===== config.mk =====
export PLATFORM = sky130hd
export DESIGN_NAME = strmq_front
export DESIGN_NICKNAME = d
export VERILOG_FILES = /design/src/rtl/strmq_pkg.sv /design/src/rtl/strmq_front.sv
export SDC_FILE = /design/constraint.sdc
export NUM_CORES = 1
export LEC_CHECK = 0
export BUFFER_PORTS_ARGS = -buffer_cell sky130_fd_sc_hd__buf_2
export CORE_ASPECT_RATIO = 0.9
export CORE_MARGIN = 2
export CORE_UTILIZATION = 45
export DETAILED_ROUTE_END_ITERATION = 10
export PLACE_DENSITY = 0.76
export SKIP_CTS_REPAIR_TIMING = 1
export SLEW_MARGIN = 25
export SYNTH_ARGS = -nofsm -noshare
export SYNTH_HDL_FRONTEND = slang
export SYNTH_SLANG_ARGS = --single-unit
export TNS_END_PERCENT = 5

===== constraint.sdc =====
create_clock -name clock -period 5.95 [get_ports clock]
set_clock_uncertainty 0.1 [all_clocks]
set_input_delay 0.8925 -clock clock [delete_from_list [all_inputs] [get_ports clock]]
set_output_delay 0.8925 -clock clock [all_outputs]
set_load 0.02 [all_outputs]

===== src/rtl/strmq_pkg.sv =====
// Shared types and constants of the sparse-table range-minimum engine.
package strmq_pkg;

   localparam int MaxLengthDefault  = 1024;
   localparam int LevelsDefault     = 11;
   localparam int ValueWidthDefault = 32;
   localparam int IndexWidth        = 10;
   localparam int ResultWidth       = 32;

   typedef enum logic [1:0] {
      KIND_CLEAR  = 2'd0,
      KIND_APPEND = 2'd1,
      KIND_QUERY  = 2'd2,
      KIND_NONE   = 2'd3
   } kind_type;

   typedef enum logic [1:0] {
      STATUS_OK         = 2'd0,
      STATUS_BAD_RANGE  = 2'd1,
      STATUS_ARRAY_FULL = 2'd2
   } status_type;

   // Operations the front end hands to the back end.
   typedef enum logic [1:0] {
      OP_REPLY  = 2'd0,
      OP_APPEND = 2'd1,
      OP_QUERY  = 2'd2
   } op_type;

endpackage


===== src/rtl/strmq_front.sv =====
// Front end: accepts commands, checks them against the count, queues work.
module strmq_front import strmq_pkg::*; #(
   parameter int MAX_LENGTH  = MaxLengthDefault,
   parameter int LEVELS      = LevelsDefault,
   parameter int VALUE_WIDTH = ValueWidthDefault,
   localparam int AW = $clog2(MAX_LENGTH),
   localparam int CW = $clog2(MAX_LENGTH + 1),
   localparam int LW = $clog2(LEVELS)
) (
   input  logic                   clock,
   input  logic                   reset,
   input  logic                   accept,
   input  logic [1:0]             kind,
   input  logic [VALUE_WIDTH-1:0] element_value,
   input  logic [IndexWidth-1:0]  range_left,
   input  logic [IndexWidth-1:0]  range_right,
   input  logic                   pop,
   output logic                   q_valid,
   output logic                   q_full,
   output op_type                 q_op,
   output status_type             q_status,
   output logic [VALUE_WIDTH-1:0] q_value,
   output logic [AW-1:0]          q_addr_a,
   output logic [AW-1:0]          q_addr_b,
   output logic [LW-1:0]          q_level
);

   localparam int Depth = 2;

   typedef struct packed {
      op_type                 op;
      status_type             status;
      logic [VALUE_WIDTH-1:0] value;
      logic [AW-1:0]          addr_a;
      logic [AW-1:0]          addr_b;
      logic [LW-1:0]          level;
   } entry_type;

   entry_type         queue_ff [Depth];
   logic              wr_ptr_ff, wr_ptr_in, rd_ptr_ff, rd_ptr_in;
   logic [1:0]        fill_ff, fill_in;
   logic [CW-1:0]     count_ff, count_in;
   entry_type         entry;
   logic [IndexWidth:0] span;
   logic [4:0]        msb;
   logic [LW-1:0]     lvl;
   logic [IndexWidth:0] second;
   logic              bad;

   // Floor log2 of the span by a priority scan over its bits.
   always_comb begin
      span = {1'b0, range_right} - {1'b0, range_left} + 1'b1;
      msb = '0;
      for (int i = 0; i <= IndexWidth; i++) begin
         if (span[i]) msb = 5'(i);
      end
      lvl = (int'(msb) >= LEVELS) ? LW'(LEVELS - 1) : LW'(msb);
      second = {1'b0, range_right} + 1'b1 - ((IndexWidth + 1)'(1) << lvl);
      bad = (range_left > range_right) || (int'(range_right) >= int'(count_ff));
   end

   always_comb begin
      entry = '{op: OP_REPLY, status: STATUS_OK, value: element_value,
                addr_a: AW'(range_left), addr_b: AW'(second), level: lvl};
      count_in = count_ff;
      case (kind)
         KIND_CLEAR: count_in = '0;
         KIND_APPEND: begin
            if (count_ff == CW'(MAX_LENGTH)) begin
               entry.status = STATUS_ARRAY_FULL;
            end else begin
               entry.op = OP_APPEND;
               entry.addr_a = AW'(count_ff);
               count_in = count_ff + 1'b1;
            end
         end
         KIND_QUERY: begin
            if (bad) entry.status = STATUS_BAD_RANGE;
            else entry.op = OP_QUERY;
         end
         default: ;
      endcase
   end

   always_comb begin
      wr_ptr_in = wr_ptr_ff ^ accept;
      rd_ptr_in = rd_ptr_ff ^ pop;
      fill_in = fill_ff + {1'b0, accept} - {1'b0, pop};
   end

   always_ff @(posedge clock) begin
      if (reset) begin
         count_ff <= '0;
         wr_ptr_ff <= 1'b0;
         rd_ptr_ff <= 1'b0;
         fill_ff <= '0;
      end else begin
         wr_ptr_ff <= wr_ptr_in;
         rd_ptr_ff <= rd_ptr_in;
         fill_ff <= fill_in;
         if (accept) count_ff <= count_in;
      end
      if (accept) queue_ff[wr_ptr_ff] <= entry;
   end

   assign q_valid  = fill_ff != 2'd0;
   assign q_full   = fill_ff == 2'(Depth);
   assign q_op     = queue_ff[rd_ptr_ff].op;
   assign q_status = queue_ff[rd_ptr_ff].status;
   assign q_value  = queue_ff[rd_ptr_ff].value;
   assign q_addr_a = queue_ff[rd_ptr_ff].addr_a;
   assign q_addr_b = queue_ff[rd_ptr_ff].addr_b;
   assign q_level  = queue_ff[rd_ptr_ff].level;

   assert property (@(posedge clock) disable iff (reset) !(q_full && accept && !pop))
      else $error("command queue overflow");
   assert property (@(posedge clock) disable iff (reset) pop |-> q_valid)
      else $error("pop from empty queue");
   assert property (@(posedge clock) disable iff (reset) count_ff <= CW'(MAX_LENGTH))
      else $error("element count beyond capacity");

endmodule


Word-level counts from Yosys, hierarchy flattened

Memories as Yosys holds them, arrays and structs flattened. A register that Yosys moved wholly into a read port is not among the register bits.
Index checks and enable logic that the tools add are counted.
Widths: inputs -> output; s select.

Flip-flop bits (word level): 15
RAM bits: 120
Word-level logic and storage cells: 51
Memories: 1

Memories:

| memory   | words | bits a word | read ports | clocked after memory_dff | wr ports | line              | source |
|---|---|---|---|---|---|---|---|
| queue_ff | 2     | 60          | 1          | 1                        | 1        | strmq_front.sv:39 | `entry_type queue_ff [Depth];` |

Add/sub/neg operators: 7
$lt $le $gt $ge: 3
Equality and inequality tests: 5
Shift-type cells: 1
Mux-type cells: 23
Bitwise gates (word level): 2
Reductions and logical operators: 5

Operators by type and width:

| kind                  | count |
|---|---|
| $mux 5                | 9 |
| $add 11x1->11 const B | 2 |
| $pmux 11 s2           | 1 |
| $mux 10               | 2 |
| $eq 11x11->1 const B  | 1 |
| $ge 10x11->1          | 1 |
| $mux 11               | 1 |
| $sub 10x10->11        | 1 |
| $add 10x1->10 const B | 1 |
| $gt 10x10->1          | 1 |
| $shl 1x4->10 const A  | 1 |
| $sub 10x10->10        | 1 |
| $pmux 4 s2            | 1 |
| $mux 1                | 6 |
| $ge 5x4->1 const B    | 1 |
| $eq 2x2->1 const B    | 2 |
| $mux 2                | 2 |
| $mux 4                | 1 |
| $reduce_bool 2->1     | 2 |
| $reduce_and 3->1      | 1 |
| $add 2x1->2           | 1 |
| $eq 2x1->1 const B    | 1 |
| $logic_not 2->1       | 1 |
| $ne 2x2->1 const B    | 1 |
| 3 further kinds       | 4 |

Logic depth before layout (Yosys ltp)

Gate-level depths: netlist (run 1).

Word-level depth: 16
Gate-level depth with buffers: 21
Gate-level depth less buffers: 21

Worst setup path before layout (run 1)

Ideal clock, no wire load.

Path kind: input port to flip-flop
Start: input port range_right[1]
End: memory queue_ff[0][13] (netlist bit) (data pin)
Library setup time: 0.264 ns
Arrival time: 5.228 ns
Data required time: 5.586 ns
Slack: 0.357 ns
Stages: 20
Buffers on the path: 0
Path through: inv_1 > ha_1 > inv_1 > ha_1 > fa_1 > a211oi_2 > nor2_1 > o41ai_2 > nand3_2 > a31oi_4 > or4b_1 > ha_1 > ha_1 > fa_1 > a21o_1 > a211oi_1 > nor2_1 > o41ai_1 > xnor2_1 > xnor2_1

RTL lines:

| element            | line              | source |
|---|---|---|
| start: declaration | strmq_front.sv:16 | `input logic [IndexWidth-1:0] range_right,` |
| end: declaration   | strmq_front.sv:39 |  |

==> results.md, run 1 <==
- Outcome: complete, no violations
- Area of the mapped netlist: just over 0.007 mm^2
- Power Density: approximately 320 mW/mm^2
- Final Hold Fails: 0
- WP buf/inv: 3
- Min Tclk post-route: 5.599 ns
- Initial DRT Pass Iterations: 4
- Worst Hold Class: reg2reg
- Hold-critical path depth: 2
- Congestion Overflow GR: 0
- Fmax: about 180 MHz
- Slew Limit Fails: 0
- Commonest non-fill, non-tap cell in the layout: edfxtp_1
- Gp weighted congestion: ~0.90
- Crit-path most repeated cell: ha_1
- Fin area: 0.008539 mm^2
- Unique masters post-synth: 60
- Peak supply drop: 0.0001766 V
- CTS max path bufs: 2
- Std-Cell Rows: 43
- Initial antenna violation count: 0
- Share of cells above drive strength 1: 34.16%
- Synth Flop Type: edfxtp_1
- Post-detail-place hpwl: roughly 11,000 um
- Synth async-reset ratio: 0%
- Largest area contributor in the netlist: edfxtp_1
- Data required, critical path: around 6.0 ns
- Max_cap viols: 0
- P_leak: around 3.4 nW
- Antenna Cells: 0
- #FFs+latches synth: between 100 and 150
- R2r worst-path depth: 6
- Total number of vias: 4,683
- Die height: around 120 um
- CTS tree: done
- Syn Inst Count: 545
- WP depth: 21
- IO buf count: 119
- Synth Net Count: between 600 and 700
- Area growth, synth to finish: 20.18%
- Worst skew pair latency: 0.41 ns
- DR DRC count: 0
- Final #Nets: 800
- Critical-path cell list: buf_2 > inv_1 > ha_1 > inv_1 > ha_1 > fa_1 > a211oi_2 > nor2_1 > o41ai_2 > nand3_2 > a31oi_4 > or4b_1 > ha_1 > ha_1 > fa_1 > a21o_1 > a211oi_1 > nor2_1 > o41ai_1 > xnor2_1 > xnor2_1
- Mean Syn Cell Area: approximately 13 um^2
- Average wire per standard cell: 16.59 um
- Worst setup EP type: register
- GRT Total Usage: around 18%
- Sequential share of the synthesized area: between 50% and 60%
- Initial Util: between 40% and 50%
- CTS Buf Count: 17
- Startpoint Class: input pin
- Critical path data arrival time: about 5.6 ns
- Clock Sinks: about 140
- H-tree Lvls: 4
- Clk root buf: clkbuf_16
- Setup Crit Path Kind: in2reg
- CTS clock-pin slew for the worst setup and hold paths: 0.06 ns
- Post-Route WL: about 15,000 um
- Worst-Margin Slew: 0.8453 ns
- Post-synth EDFFs: between 100 and 150
- Largest net degree at the start of global routing: between 60 and 70
- CP top delay family: adder cells
- Max stage delay on crit path: 0.45 ns
- Core Region: roughly 0.015 mm^2
- RSZ-0062 raised after global routing: false
- Initial drt markers: around 300
- Antenna Violating Nets Remaining: 0
- Vias per cell: 5.262
- Slowest CP cell: or4b_1
- Top cells by area, synth: edfxtp_1 (51%), ha_1 (11%), mux2_2 (9.7%)
- IO Pins: 120
- Die Span X: between 100 and 150 um
- YS warnings: 0
- Fillers: 1,266
- Rel. slew slack: between 40% and 50%
- Crit Path Max Fanout: 4
- Area of the multi-input gates: 0.002975 mm^2
- Period utilization: 94.10%
- Total die area: between 0.015 and 0.02 mm^2
- Area after DPL: around 0.0079 mm^2
- Vias in the first global route: roughly 4,500
- Most frequent cells in the layout: edfxtp_1 (120), buf_2 (119), ha_1 (63)
- Fin util: between 50% and 60%
- Setup-failing EPs final: 0
- Share of the synthesized area in the top cell type: 50.71%
- Global-route wire length before repair: between 20,000 and 25,000 um
- Register area: slightly below 0.004 mm^2
==> cell usage after synthesis (all sizes together), types with 3 or more instances <==
cell,count
a21oi,16
nand4,7
and3,3
nor4b,4
ha,65
nand2,14
xnor2,18
buf,5
dfxtp,15
nor3b,4
nand3,16
a31oi,5
o21ai,22
o21a,4
inv,43
nand4b,3
nor2b,9
a21o,6
xor2,6
a211oi,4
nor2,43
nand2b,5
o41ai,3
edfxtp,120
clkbuf,9
nor3,5
mux2,61
==> worst paths after layout <==
kind / start / end / slack (ns)
worst max-delay path: range_right[1] / queue_ff[1][13] / 0.35
worst min-delay path: count_ff[3] / count_ff[3] / 0.45
worst max register to register: count_ff[0] / queue_ff[1][15] / 3.29
worst min register to register: count_ff[3] / count_ff[3] / 0.45
==> per-stage QoR <==
stage	setup TNS (ns)	instances	power (mW)	hold WS [ns]	setup WS, ns
floorplan	0	545	1.549	0.3840	0.3571
global placement	0	858	1.690	0.4065	0.1330
detailed placement	-0.03693	858	1.709	0.4382	-0.01846
CTS	0	890	2.769	0.4468	0.3921
global route	0	890	2.870	0.4770	0.04002
finish	0	890	2.743	0.4545	0.3512
==> layout make-up <==
class	instances	share of cell area (%)
sequential	135	45.73
multi-input combinational	353	34.84
timing repair buffer	125	7.502
clock buffer	19	5.070
tap	202	2.960
clock inverter	13	2.007
inverter	43	1.890
==> flip-flops by register name (all words and copies together) (netlist names) <==
register,count
queue_ff,120
count_ff,11
rd_ptr_ff,1
fill_ff,2
wr_ptr_ff,1
==> logic make-up after synthesis <==
family                     share of synthesized area, %
AOI/OAI and AO/OA                                 8.101
xor gates and xnor gates                          2.958
adders and majority gates                         12.01
buffers and inverters                             3.257
DFF                                               54.94
muxes                                             9.667
and+or+nand+nor                                   9.069
==> layer usage <==
layer	track usage (%)	share of wire, %	vias up
met5	0	0	-
met4	5.404	0.65	0
met3	4.387	7.2	6
met2	27.92	46	149
met1	24.13	46	2251
li1	-	-	2277
==> where the power goes <==
part	switching [mW]	total, mW	internal (mW)
registers	0.0186	1.14	1.12
logic	0.330	0.552	0.222
clock network	0.388	1.05	0.664
==> worst register-to-register path: cells and delay by family, from the launching register on <==
kind	cells	cell delay [ns]
buffers and inverters	2	0.41
muxes	1	0.39
adders and majority gates	1	0.22
AOI/OAI and AO/OA	1	0.67
and+or+nand+nor	1	0.17
DFF	1	0.43
Power figures use the tool's default switching activity.
==> inputs of run 2 (changes only) <==
--- a/config.mk
+++ b/config.mk
@@ -11,9 +11,9 @@
 export CORE_UTILIZATION = 45
 export DETAILED_ROUTE_END_ITERATION = 10
 export PLACE_DENSITY = 0.76
+export RECOVER_POWER = 50
 export SKIP_CTS_REPAIR_TIMING = 1
 export SLEW_MARGIN = 25
 export SYNTH_ARGS = -nofsm -noshare
 export SYNTH_HDL_FRONTEND = slang
 export SYNTH_SLANG_ARGS = --single-unit
-export TNS_END_PERCENT = 5
==> run 2 against run 1 <==
Compared with the run above: the run now ends with capacitance limit, slew limit left; sequential share of layout area is 0.17 points higher; die area is the same; global-route usage stayed put; core utilization down 0.20 points; hold slack worse by 0.0076 ns; power barely moved; sequential cell count unchanged; count of clock-buffer cells in the layout stayed put; sequential power barely moved; combinational power about the same; worst setup slack barely moved; largest cell class unchanged; highest routed layer unchanged.
==> results.md, run 2 (synthesized netlist as in run 1, its figures left out) <==
- Worst-Margin Slew: 3.428 ns (+2.583 ns)
- DR DRC count: 0 (unchanged)
- Most frequent cells in the layout: edfxtp_1 (120), buf_2 (104), ha_1 (65)
- Largest net degree at the start of global routing: 61 (unchanged)
- Slowest CP cell: or4b_1
- CTS tree: done
- CTS clock-pin slew for the worst setup and hold paths: 0.06 ns (about the same)
- Critical-path cell list: buf_2 > inv_1 > ha_1 > inv_1 > ha_1 > fa_1 > a211oi_2 > nor2_1 > o41ai_2 > nand3_2 > a31oi_4 > or4b_1 > ha_1 > ha_1 > fa_1 > a21o_1 > a211oi_1 > nor2_1 > o41ai_1 > xnor2_1 > xnor2_1
- WP depth: 21 (unchanged)
- Vias in the first global route: 4,481 (unchanged)
- P_leak: 3.335 nW (-1.4%)
- Largest registers: queue_ff (120), count_ff (11), fill_ff (2)
- Max_cap viols: 2 (+2)
- Period utilization: 94.10% (about the same)
- Fin area: 0.008508 mm^2 (-0.37%)
- Fin util: 55.10% (-0.20 points)
- IO buf count: 119 (unchanged)
- Worst skew pair latency: 0.41 ns (about the same)
- Data required, critical path: 5.99 ns (about the same)
- Met1 usage: 24.13% (unchanged)
- CTS Buf Count: 17 (unchanged)
- Std-Cell Rows: 43 (unchanged)
- GRT busiest layer: met2
- Fmax: 178.6 MHz (about the same)
- Post-Place Setup Slack: -0.01846 ns (unchanged)
- Initial drt markers: 269 (-12%)
- Clock Sinks: 135 (unchanged)
- Commonest non-fill, non-tap cell in the layout: edfxtp_1
- Area growth, synth to finish: 19.74%
- GR Util met3: 4.387% (unchanged)
- Post-Route WL: 14,700 um (-0.47%)
- Vias per cell: 5.275 (+0.26%)
- CTS max path bufs: 2 (unchanged)
- Reg-to-reg endpoint: queue_ff[1][15]
- Largest register FFs: 120 (unchanged)
- Outcome: complete, but fails checks
- Rel. slew slack: -128.6% (-170 points)
- Clk root buf: clkbuf_16
- CP Capture Point: queue_ff[1][13]
- Crit path from: range_right[1]
- RSZ-0062 raised after global routing: false
- Final #Nets: 800 (unchanged)
- Area after DPL: 0.007935 mm^2 (unchanged)
- Antenna Violating Nets Remaining: 0 (unchanged)
- Initial DRT Pass Iterations: 4 (unchanged)
- Share of cells above drive strength 1: 31.40% (-2.8 points)
- Post-detail-place hpwl: 10,720 um (unchanged)
- Worst Hold Launch: wr_ptr_ff
- Average wire per standard cell: 16.52 um (-0.47%)
- Min Tclk post-route: 5.599 ns (+0.0004750 ns)
- Failing checks: capacitance limit, slew limit
- WP buf/inv: 3 (unchanged)
- Die Span X: 136.5 um (unchanged)
- Initial antenna violation count: 0 (unchanged)
- Antenna Cells: 0 (unchanged)
- Worst hold-check slack: 0.4469 ns (-0.007639 ns)
- FF-to-FF Start: wr_ptr_ff
- Startpoint Class: input pin
- Largest register by flop count: queue_ff
- IO Pins: 120 (unchanged)
- Worst Hold Class: reg2reg
- Worst setup EP type: register
- GRT met2 Usage: 27.92% (unchanged)
- Slew Limit Fails: 122 (+122)
- Crit-path most repeated cell: ha_1
- Core Region: 0.01544 mm^2 (unchanged)
- Die height: 123.2 um (unchanged)
- Initial Util: 46.02% (unchanged)
- Final worst slack: 0.3508 ns (-0.0004750 ns)
- Congestion Overflow GR: 0 (unchanged)
- Pwr Total: 2.745 mW (about the same)
- Max stage delay on crit path: 0.45 ns (about the same)
- Power Density: 322.6 mW/mm^2 (+0.42%)
- Crit Path Max Fanout: 4 (unchanged)
- Global-route wire length before repair: 22,600 um (unchanged)
- Total die area: 0.01681 mm^2 (unchanged)
- Gp weighted congestion: 0.9013 (unchanged)
- Final Hold Fails: 0 (unchanged)
- Reg2reg setup slack: 2.45 ns (-0.84 ns)
- CP top delay family: adder cells
- H-tree Lvls: 4 (unchanged)
- Peak supply drop: 0.0001767 V (about the same)
- Setup Crit Path Kind: in2reg
- R2r worst-path depth: 2 (-4)
- GRT Total Usage: 17.66% (unchanged)
- Critical path data arrival time: 5.64 ns (about the same)
- Total number of vias: 4,695 (+0.26%)
- Setup-failing EPs final: 0 (unchanged)
[run 2: power by group]
| group | switching, mW | internal (mW) |
|---|---|---|
| Sequential | 0.0185 | 1.13 |
| Clock | 0.388 | 0.664 |
| Combinational | 0.330 | 0.219 |
[run 2: metal layers]
metal,up-vias,wire length [um]
met5,-,0
met1,2272,6947
met4,0,119
met2,135,6731
li1,2279,-
met3,9,902
[run 2: worst register-to-register path, cell delays in order (launching register included)]
cell and delay, ns:
dfxtp_1 0.33, ha_1 0.14, clkbuf_1 2.39
[run 2: final cells by class]
cell class | instances | area (um^2)
well taps | 202 | 252.7
clock buffers | 19 | 432.9
multi-input cells | 353 | 2970
repair buffers | 125 | 614.3
inverters | 43 | 161.4
fillers | 1276 | 6933
flip-flops and latches | 135 | 3905
clock inverters | 13 | 171.4
[run 2: worst min-delay path by stage]
stage / to / cells after the start
2_1_floorplan: count_ff[3] / 2
6_report: wr_ptr_ff / 3
4_1_cts: count_ff[3] / 2
3_3_place_gp: count_ff[3] / 2
5_1_grt: count_ff[3] / 2
3_5_place_dp: count_ff[3] / 2
[run 2: through the flow]
step | TNS, ns | std cells
finish | 0 | 890
global route | 0 | 890
CTS | 0 | 890
detailed placement | -0.03693 | 858
global placement | 0 | 858
floorplan | 0 | 545
==> inputs of run 3 (changes only) <==
--- a/config.mk
+++ b/config.mk
@@ -6,11 +6,12 @@
 export NUM_CORES = 1
 export LEC_CHECK = 0
 export BUFFER_PORTS_ARGS = -buffer_cell sky130_fd_sc_hd__buf_2
+export CAP_MARGIN = 25
 export CORE_ASPECT_RATIO = 0.9
 export CORE_MARGIN = 2
 export CORE_UTILIZATION = 45
 export DETAILED_ROUTE_END_ITERATION = 10
-export PLACE_DENSITY = 0.76
+export PLACE_DENSITY = 0.78
 export RECOVER_POWER = 50
 export SKIP_CTS_REPAIR_TIMING = 1
 export SLEW_MARGIN = 25
==> constraint.sdc (replaced) <==
create_clock -name clock -period 5.5 [get_ports clock]
set_clock_uncertainty 0.1 [all_clocks]
set_input_delay 0.825 -clock clock [delete_from_list [all_inputs] [get_ports clock]]
set_output_delay 0.825 -clock clock [all_outputs]
set_load 0.02 [all_outputs]
==> run 3 against run 2 <==
Compared with the run above: the run still ends with capacitance limit, slew limit left; core utilization rose by 2.3 points; worst setup slack got worse by 0.17 ns; critical path depth rose by 1; final cell count rose by 3.7%; sequential power rose by 9%; register-to-register slack got worse by 0.27 ns; clock power rose by 8%; power rose by 11%; sequential share of layout area fell by 1.8 points; cell area rose by 4.1%; global-route usage rose by 0.83 points; first-iteration DRC count rose by 17%.
==> results.md, run 3 (synthesized netlist as in run 1, its figures left out) <==
- Global-route wire length before repair: 23,800 um (+5.3%)
- Worst setup EP type: register
- Antenna Cells: 0 (unchanged)
- Period utilization: just under 100%
- Data required, critical path: 5.54 ns (-0.45 ns)
- IO Pins: 120 (unchanged)
- Peak supply drop: 0.0001703 V (-3.6%)
- Routed metal-1 wirelength: 7091 um (+2.1%)
- CTS clock-pin slew for the worst setup and hold paths: 0.06 ns (about the same)
- Hold-critical path depth: 2 (-1)
- Initial Util: 46.02% (unchanged)
- Die height: 123.2 um (unchanged)
- Routed wl met3: 990 um (+9.8%)
- Reg-to-reg endpoint: queue_ff[0][44]
- Largest registers: queue_ff (120), count_ff (11), fill_ff (2)
- Post-detail-place hpwl: 11,780 um (+9.9%)
- Max_cap viols: 2 (unchanged)
- Critical path data arrival time: 5.36 ns (-0.28 ns)
- RSZ-0062 raised after global routing: false
- Failing checks: capacitance limit, slew limit
- Setup Crit Path Kind: in2reg
- Gp weighted congestion: 0.9178 (+1.8%)
- FF-to-FF Start: wr_ptr_ff
- Final #Nets: 833 (+4.1%)
- Area growth, synth to finish: 24.71%
- Hold Path Sink: count_ff[3]
- Crit Path Max Fanout: 3 (-1)
- H-tree Lvls: 4 (unchanged)
- Worst Hold Class: reg2reg
- Startpoint Class: input pin
- Outcome: complete, but fails checks
- Most frequent cells in the layout: edfxtp_1 (120), buf_2 (101), mux2_2 (61)
- Post-Route WL: 15,570 um (+5.9%)
- Die Span X: 136.5 um (unchanged)
- Total number of vias: 4,823 (+2.7%)
- P_leak: 3.515 nW (+5.4%)
- IO buf count: 119 (unchanged)
- Antenna Violating Nets Remaining: 0 (unchanged)
- Average wire per standard cell: 16.86 um (+2.1%)
- Worst hold-check slack: 0.4376 ns (-0.009268 ns)
- GRT Total Usage: 18.49% (+0.83 points)
- Std-Cell Rows: 43 (unchanged)
- Min Tclk post-route: roughly 5.3 ns
- Initial drt markers: 314 (+17%)
- Reg2reg setup slack: 2.18 ns (-0.27 ns)
- Vias in the first global route: 4,836 (+7.9%)
- Commonest non-fill, non-tap cell in the layout: edfxtp_1
- CTS Buf Count: 17 (unchanged)
- Area after DPL: 0.008160 mm^2 (+2.8%)
- Setup-failing EPs final: 0 (unchanged)
- Power Density: 342.7 mW/mm^2 (+6.2%)
- CTS tree: done
- Initial antenna violation count: 0 (unchanged)
- Fmax: roughly 190 MHz
- Largest register FFs: 120 (unchanged)
- Worst skew pair latency: 0.40 ns (about the same)
- DR DRC count: 0 (unchanged)
- Congestion Overflow GR: 0 (unchanged)
- Top sig layer: met4
- Routed wire length on met2: 7326 um (+8.8%)
- R2r worst-path depth: 3 (+1)
- Total die area: 0.01681 mm^2 (unchanged)
- Pwr Total: 3.037 mW (+11%)
- Worst-Margin Slew: 1.626 ns (-1.802 ns)
- Clock Sinks: 135 (unchanged)
- Worst Hold Launch: count_ff[3]
- Largest net degree at the start of global routing: 33 (-46%)
- Largest register by flop count: queue_ff
- Rel. slew slack: -8.398% (+120 points)
- Final Hold Fails: 0 (unchanged)
- Setup TNS: 0 ns (unchanged)
- Initial DRT Pass Iterations: 5 (+1)
- Crit path from: range_right[1]
- Clk root buf: clkbuf_16
- Core Region: 0.01544 mm^2 (unchanged)
- Slew Limit Fails: 63 (-48%)
- Vias per cell: 5.225 (-0.95%)
- CTS max path bufs: 2 (unchanged)
- Share of cells above drive strength 1: 36.06% (+4.7 points)
- Fin area: 0.008861 mm^2 (+4.1%)
## run 3: changes by cell type in the layout (fill, tap and decap cells not counted), sizes merged
cell and change:
buf +30, clkbuf +5, bufinv -2, inv +2, clkinvlp -2
## run 3: how the worst max path moves through the flow
| stage | depth (start not counted) | to |
|---|---|---|
| after floorplan | 20 | queue_ff[0][13] |
| after global placement | 21 | queue_ff[0][13] |
| after detailed placement | 21 | queue_ff[1][13] |
| after CTS | 21 | queue_ff[1][13] |
| after global routing | 22 | queue_ff[0][13] |
| final | 22 | queue_ff[1][13] |
## run 3: layout make-up
type | instances | area, um^2
clock buffers | 21 | 504.2
clock inverters | 11 | 107.6
fillers | 1252 | 6580
inverters | 43 | 161.4
multi-input cells | 353 | 3073
flip-flops and latches | 135 | 3904
well taps | 202 | 252.7
repair buffers | 158 | 858.3
## run 3: worst max-delay path: stages
cell	delay, ns
buf_2	0.10
inv_1	0.07
ha_4	0.27
inv_1	0.07
ha_4	0.17
fa_2	0.39
a211oi_4	0.26
buf_4	0.15
nor4b_1	0.04
nand4b_1	0.22
nand2b_4	0.18
nand2b_4	0.15
or4b_4	0.51
ha_2	0.20
ha_4	0.17
fa_2	0.36
a21o_1	0.22
a211oi_2	0.21
nor2_2	0.07
o41ai_2	0.42
xnor2_1	0.15
xnor2_1	0.16
## run 3: where the power goes
part | internal (mW) | switching [mW] | leakage, nW
Clock | 0.710 | 0.424 | 0.306
Sequential | 1.21 | 0.0263 | 1.25
Combinational | 0.286 | 0.377 | 1.96
## run 3: per-layer routing
layer	vias to the layer above	global-route usage, %
met5	-	0
met4	0	5.404
met3	12	4.387
met2	152	30.18
met1	2312	24.70
li1	2347	-
## run 3: metrics by stage
stage / utilization [%] / setup WS, ns / std cells
4_1_cts: 56.81 / 0.05924 / 919
3_3_place_gp: 52.85 / -0.1305 / 887
5_1_grt: 57.39 / 0.001974 / 923
6_report: 57.39 / 0.1759 / 923
2_1_floorplan: - / 0.01579 / 545
3_5_place_dp: 52.85 / -0.3819 / 887
